## src/sv/gdn_pkg.sv

```systemverilog
`timescale 1ns / 1ps

package gdn_pkg;

  // Fixed-point full scale: 32767 stands for 1.0.
  localparam logic [14:0] FULL_SCALE = 15'h7fff;

  // Configuration register indexes.
  localparam logic [1:0] REG_LEFT_DZ   = 2'd0;
  localparam logic [1:0] REG_RIGHT_DZ  = 2'd1;
  localparam logic [1:0] REG_TRIG_THR  = 2'd2;

  // Reset values of the configuration registers.
  localparam logic [14:0] LEFT_DZ_RST  = 15'd7849;
  localparam logic [14:0] RIGHT_DZ_RST = 15'd8689;
  localparam logic [14:0] TRIG_THR_RST = 15'd30;

  // Pipeline geometry.
  localparam int SQRT_STAGES = 16;
  localparam int DIV_STAGES  = 15;
  localparam int STICK_LAT   = 2 + SQRT_STAGES + 3 + DIV_STAGES;
  localparam int TRIG_DLY    = STICK_LAT - 2 - DIV_STAGES;

endpackage

```

## src/sv/gdn_div.sv

```systemverilog
`timescale 1ns / 1ps

module gdn_div #(
  parameter int NW = 46,
  parameter int DW = 31,
  parameter int PW = 1
) (
  input  logic                            clk_i,
  input  logic                            en_i,
  input  logic [NW-1:0]                   num_i,
  input  logic [DW-1:0]                   den_i,
  input  logic [PW-1:0]                   pay_i,
  output logic [gdn_pkg::DIV_STAGES-1:0]  quo_o,
  output logic [PW-1:0]                   pay_o
);
  import gdn_pkg::*;

  logic [NW-1:0]         rem_q [DIV_STAGES];
  logic [DW-1:0]         den_q [DIV_STAGES];
  logic [DIV_STAGES-1:0] quo_q [DIV_STAGES];
  logic [PW-1:0]         pay_q [DIV_STAGES];

  // Restoring division, most significant quotient bit first.
  for (genvar s = 0; s < DIV_STAGES; s++) begin : g_stage
    localparam int K = DIV_STAGES - 1 - s;
    logic [NW-1:0]         rem_p, dsh;
    logic [DW-1:0]         den_p;
    logic [DIV_STAGES-1:0] quo_p;
    logic [PW-1:0]         pay_p;
    logic                  ge;

    if (s == 0) begin : g_first
      assign rem_p = num_i;
      assign den_p = den_i;
      assign quo_p = '0;
      assign pay_p = pay_i;
    end else begin : g_next
      assign rem_p = rem_q[s-1];
      assign den_p = den_q[s-1];
      assign quo_p = quo_q[s-1];
      assign pay_p = pay_q[s-1];
    end

    assign dsh = NW'(den_p) << K;
    assign ge  = (rem_p >= dsh);

    always_ff @(posedge clk_i) begin
      if (en_i) begin
        rem_q[s] <= ge ? (rem_p - dsh) : rem_p;
        den_q[s] <= den_p;
        quo_q[s] <= quo_p | (DIV_STAGES'(ge) << K);
        pay_q[s] <= pay_p;
      end
    end
  end

  assign quo_o = quo_q[DIV_STAGES-1];
  assign pay_o = pay_q[DIV_STAGES-1];

endmodule

```

## src/sv/gdn_trigger.sv

```systemverilog
`timescale 1ns / 1ps

module gdn_trigger (
  input  logic        clk_i,
  input  logic        en_i,
  input  logic [14:0] t_i,
  input  logic [14:0] thr_i,
  output logic [14:0] out_o
);
  import gdn_pkg::*;

  // Delay line so the trigger result lines up with the stick lanes.
  logic [14:0] dly_q [TRIG_DLY];

  for (genvar s = 0; s < TRIG_DLY; s++) begin : g_dly
    always_ff @(posedge clk_i) begin
      if (en_i) begin
        dly_q[s] <= (s == 0) ? t_i : dly_q[(s == 0) ? 0 : s-1];
      end
    end
  end

  // Threshold test, excess and divisor.
  logic [14:0] t_d;
  logic [14:0] diff_q, den_q, den2_q;
  logic        live_q, live2_q;
  logic [29:0] num_q;

  assign t_d = dly_q[TRIG_DLY-1];

  always_ff @(posedge clk_i) begin
    if (en_i) begin
      live_q  <= (t_d > thr_i);
      diff_q  <= t_d - thr_i;
      den_q   <= FULL_SCALE - thr_i;
      num_q   <= {diff_q, 15'd0} - 30'(diff_q);
      den2_q  <= den_q;
      live2_q <= live_q;
    end
  end

  logic [DIV_STAGES-1:0] q;
  logic                  live_o;

  gdn_div #(.NW(30), .DW(15), .PW(1)) u_div (
    .clk_i (clk_i),
    .en_i  (en_i),
    .num_i (num_q),
    .den_i (den2_q),
    .pay_i (live2_q),
    .quo_o (q),
    .pay_o (live_o)
  );

  assign out_o = live_o ? q : '0;

endmodule

```

## config.mk

```make
export PLATFORM = sky130hd
export DESIGN_NAME = gdn_trigger
export DESIGN_NICKNAME = d
export VERILOG_FILES = /design/src/sv/gdn_pkg.sv /design/src/sv/gdn_div.sv /design/src/sv/gdn_trigger.sv
export SDC_FILE = /design/constraint.sdc
export NUM_CORES = 2
export LEC_CHECK = 0
export ABC_AREA = 1
export BUFFER_PORTS_ARGS = -buffer_cell sky130_fd_sc_hd__buf_2
export CORE_UTILIZATION = 62
export CTS_CLUSTER_SIZE = 12
export DETAILED_ROUTE_END_ITERATION = 7
export PLACE_DENSITY = 0.86
export SLEW_MARGIN = 20
export SYNTH_ARGS = -nofsm -noshare
export SYNTH_HDL_FRONTEND = slang
export SYNTH_SLANG_ARGS = --single-unit
```

## constraint.sdc

```tcl
create_clock -name clk_i -period 5.9 [get_ports clk_i]
set_input_delay 0.295 -clock clk_i [delete_from_list [all_inputs] [get_ports clk_i]]
set_output_delay 0.295 -clock clk_i [all_outputs]
set_load 0.02 [all_outputs]
```

==> implementation parameters <==
Parameter                              Value

Synth
  Mapped Nets ... 6650
  Number of distinct standard cells referenced by the synthesized netlist ... 52
  Post-synthesis sequential element count ... about 1100
  Share of synthesized registers carrying an async set or reset ... 0%
  Warnings, synthesis ... 0
  Post-synth EDFFs ... about 1100
  Largest area contributor in the synthesized netlist ... sky130_fd_sc_hd__edfxtp_1
  Count of mapped cells out of synthesis ... ~6400
  Portion of synthesized cell area occupied by the leading cell type ... 57.7%
  Synth Area per Inst ... just over 9 um2
  Share of the yosys chip area belonging to registers ... 57.7%
  Dominant register cell in the synthesized netlist ... sky130_fd_sc_hd__edfxtp_1
  Synth area leaders ... sky130_fd_sc_hd__edfxtp_1 (58%), sky130_fd_sc_hd__nand2_1 (14%), sky130_fd_sc_hd__inv_1 (7.1%), sky130_fd_sc_hd__ha_1 (5.1%), sky130_fd_sc_hd__nor2_1 (3.4%)
  Synth Cell Area ... approximately 60000 um2

STA
  Least-Margin Pin Slew ... approximately 1.1 ns
  Worst rel slew slack ... about a quarter
  Crit share post-route ... 54.3%
  Worst setup slack after layout ... approximately 2.7 ns
  Final setup violation count ... 0
  Worst clock skew on the final layout ... between 0.06 and 0.07 ns
  Final total negative setup slack ... 0 ns
  Setup repair after global routing missed its margin ... false
  Fmax achieved ... 312 MHz
  Min Tclk post-route ... approximately 3.2 ns
  Final Hold Violating Endpoints ... 0
  Number of max-slew violations in the final report ... 0

Critical path
  FF-to-FF setup slack ... around 2.7 ns
  Count of cells along the worst register-to-register path ... 12
  Reg-to-Reg Start ... u_div.rem_q[1][96]
  Biggest fanout along the worst timing path ... 31
  CP Data Required Time ... about 6.3 ns
  Type of element launching the critical path ... register
  Data arrival time of the critical path ... approximately 3.6 ns
  Path type of the worst setup path ... reg -> reg
  Reg-to-reg endpoint ... u_div.rem_q[2][12]
  Type of destination of the critical path ... register

Final layout
  Number of nets at the end of the flow ... between 6000 and 7000
  Fraction of final layout cells sized beyond drive strength 1 ... 5.07%
  Area overhead of the layout relative to synthesis ... 9.16%
  Number of inserted diodes ... 0
  Post-route design area ... between 60000 and 70000 um2
  Core Util, Final ... between 60 and 70%

Route
  Post-route DRC violation count ... 0
  Routed length per instance ... between 15 and 20 um
  Per-cell via count in the routed design ... between 5 and 6
  Antenna violation net count after detailed routing ... 0
  Number of vias after detailed routing ... between 40000 and 50000
  Final WL ... ~150 mm
  First-pass iteration count of the detailed router ... 7
  DRC marker count from the first detailed-route iteration ... about 4100

Floorplanning
  Number of top-level design ports ... between 40 and 50
  Initial Util ... 62.8%
  Core outline area ... between 90000 and 100000 um2
  Die Outline Area ... between 90000 and 100000 um2
  Horizontal extent of the die ... around 310 um
  Number of cell rows ... between 100 and 150
  Die Y-Extent ... 310 um

Clock tree
  Post-CTS setup buffer count ... 0
  Skew-Pair Late Insertion Delay ... 0.74 ns
  Number of sinks driven by the clock tree ... 1127
  Number of hold buffers added after CTS ... 30
  Clock tree from TritonCTS ... done
  Clock transition at the register clock pins on the worst setup and hold paths after CTS ... around 0.060 ns
  Number of buffers added by the clock tree synthesis step ... 116
  Quantity of gates resized following cts ... 0
  H-tree level count ... 3
  Clock root buffer ... sky130_fd_sc_hd__clkbuf_16
  Number of buffers between clock root and the deepest sink ... 3

Worst hold path
  Hold Startpoint ... en_i
  Number of cells on the worst hold path ... 1
  Hold Path Class ... in -> reg
  Min-Delay Endpoint ... dly_q[7][11]

Global routing
  Pin count of the biggest net entering global routing ... roughly 190
  Final global-route overflow total ... 0
  GRT Overall Usage ... 30.9%
  Initial antenna violation count ... 2
  Vias in the first global route ... about 41000
  Global-route wire length before repair ... between 200 and 250 mm

Placement
  Count of input and output buffers ... 46
  Cell area after placement ... ~60000 um2
  Final weighted congestion of routability-driven global placement ... approximately 0.97
  Detailed-placement wirelength estimate ... roughly 110 mm
  Worst slack after detailed placement ... between 2 and 3 ns

Run
  Max-cap violation count ... 0

Status
  Status ... finished clean

Pwr
  Standby leakage power ... just under 30 nW
  Maximum resistive drop on vdd ... about 0.32 mV
  Power density relative to cell area ... around 420 nW/um2
## power breakdown
| part | switching, mW | total, mW | leakage, nW | internal, mW |
|---|---|---|---|---|
| clock | 3.02 | 6.96 | 1.70 | 3.93 |
| sequential | 0.977 | 11.4 | 10.9 | 10.4 |
| combinational | 5.88 | 8.75 | 16.4 | 2.87 |
## layout by cell type, fill, tap and decap left out, types with 64 or more instances in the layout
master / n
sky130_fd_sc_hd__ha_1: 241
sky130_fd_sc_hd__nand2_1: 2197
sky130_fd_sc_hd__nand4_1: 64
sky130_fd_sc_hd__clkbuf_16: 118
sky130_fd_sc_hd__inv_1: 1103
sky130_fd_sc_hd__nor2_1: 528
sky130_fd_sc_hd__nand3_1: 381
sky130_fd_sc_hd__a21oi_1: 180
sky130_fd_sc_hd__edfxtp_1: 1127
sky130_fd_sc_hd__xor2_1: 124
## through the flow
| stage | power (mW) | std cells | hold slack [ns] |
|---|---|---|---|
| after global placement | 19.9 | 7626 | 0.400 |
| after floorplan | 17.4 | 6362 | 0.394 |
| after detailed placement | 20.1 | 7626 | 0.405 |
| after global routing | 28.7 | 7842 | 0.124 |
| after CTS | 27.1 | 7841 | 0.0961 |
| final | 27.1 | 7842 | 0.129 |
## registers in the layout (all words and copies together) (netlist names)
name,count
u_div.rem_q,420
dly_q,285
u_div.den_q,210
u_div.quo_q,120
num_q,30
den2_q,15
den_q,15
diff_q,15
u_div.pay_q,15
live2_q,1
live_q,1
## critical path, stage by stage (launching register included)
cell	delay [ns]
sky130_fd_sc_hd__edfxtp_1	0.40
sky130_fd_sc_hd__inv_1	0.07
sky130_fd_sc_hd__ha_1	0.13
sky130_fd_sc_hd__inv_1	0.12
sky130_fd_sc_hd__fa_1	0.52
sky130_fd_sc_hd__nand3_1	0.11
sky130_fd_sc_hd__nand3_1	0.18
sky130_fd_sc_hd__nand2_1	0.11
sky130_fd_sc_hd__nand3_1	0.18
sky130_fd_sc_hd__nand2_1	0.15
sky130_fd_sc_hd__nand2_1	0.10
sky130_fd_sc_hd__nor2_4	0.60
sky130_fd_sc_hd__o21ai_1	0.20
## cell usage after synthesis (3+ instances only)
cell type                  count
sky130_fd_sc_hd__nand2_1    2197
sky130_fd_sc_hd__edfxtp_1   1127
sky130_fd_sc_hd__inv_1      1103
sky130_fd_sc_hd__nor2_1      528
sky130_fd_sc_hd__nand3_1     381
sky130_fd_sc_hd__ha_1        241
sky130_fd_sc_hd__a21oi_1     180
sky130_fd_sc_hd__xor2_1      124
sky130_fd_sc_hd__nand4_1      64
sky130_fd_sc_hd__o21ai_0      59
sky130_fd_sc_hd__nand3b_1     52
sky130_fd_sc_hd__nor3_1       33
sky130_fd_sc_hd__xnor2_1      31
sky130_fd_sc_hd__a21oi_2      28
sky130_fd_sc_hd__nor2_2       24
sky130_fd_sc_hd__buf_6        22
sky130_fd_sc_hd__o21ai_1      20
sky130_fd_sc_hd__nand2_2      19
sky130_fd_sc_hd__buf_4        18
sky130_fd_sc_hd__inv_2        18
sky130_fd_sc_hd__fa_1         15
sky130_fd_sc_hd__or2_2        10
sky130_fd_sc_hd__nand3_2       7
sky130_fd_sc_hd__nor2_4        7
sky130_fd_sc_hd__nor4_1        6
sky130_fd_sc_hd__a21boi_0      5
sky130_fd_sc_hd__buf_2         5
sky130_fd_sc_hd__a31oi_1       4
sky130_fd_sc_hd__o21bai_1      4
sky130_fd_sc_hd__and2_1        3
## layout make-up
class | instances | area, um2
clock inverters | 46 | 524
fillers | 7193 | 29400
multi-input cells | 4063 | 20200
repair buffers | 89 | 696
clock buffers | 139 | 3030
inverters | 1124 | 4220
well taps | 1254 | 1570
flip-flops and latches | 1127 | 33800
## metal layers
layer | part of all wire (%) | wire length (um) | up-vias | global-route usage [%]
li1 | - | - | 20800 | -
met1 | 40 | 58300 | 19700 | 38.2
met2 | 48 | 70900 | 1640 | 52.5
met3 | 5.9 | 8600 | 399 | 3.76
met4 | 6.0 | 8770 | 0 | 18.0
met5 | 0 | 0 | - | 0
## logic make-up (layout without fill, tap and decap cells)
group	after synthesis	count (layout)	share of synthesized area [%]
and+or+nand+nor	3343	3343	23.5
buffers and inverters	1172	1398	7.95
DFF	1127	1127	57.7
AOI/OAI and AO/OA	309	309	2.92
adders and majority gates	256	256	5.65
xor gates and xnor gates	155	155	2.31
## worst max path at each step
stage                       start            endpoint  slack, ns  cells after the start
5_1_grt        u_div.rem_q[1][96]  u_div.rem_q[2][12]       2.53                     12
3_3_place_gp   u_div.rem_q[1][96]  u_div.rem_q[2][12]       2.75                     12
6_report       u_div.rem_q[1][96]  u_div.rem_q[2][12]       2.70                     12
3_5_place_dp   u_div.rem_q[1][96]  u_div.rem_q[2][12]       2.72                     12
4_1_cts        u_div.rem_q[1][96]  u_div.rem_q[2][12]       2.73                     12
2_1_floorplan  u_div.rem_q[1][96]  u_div.rem_q[2][14]       3.73                     13
Power figures use the tool's default switching activity.
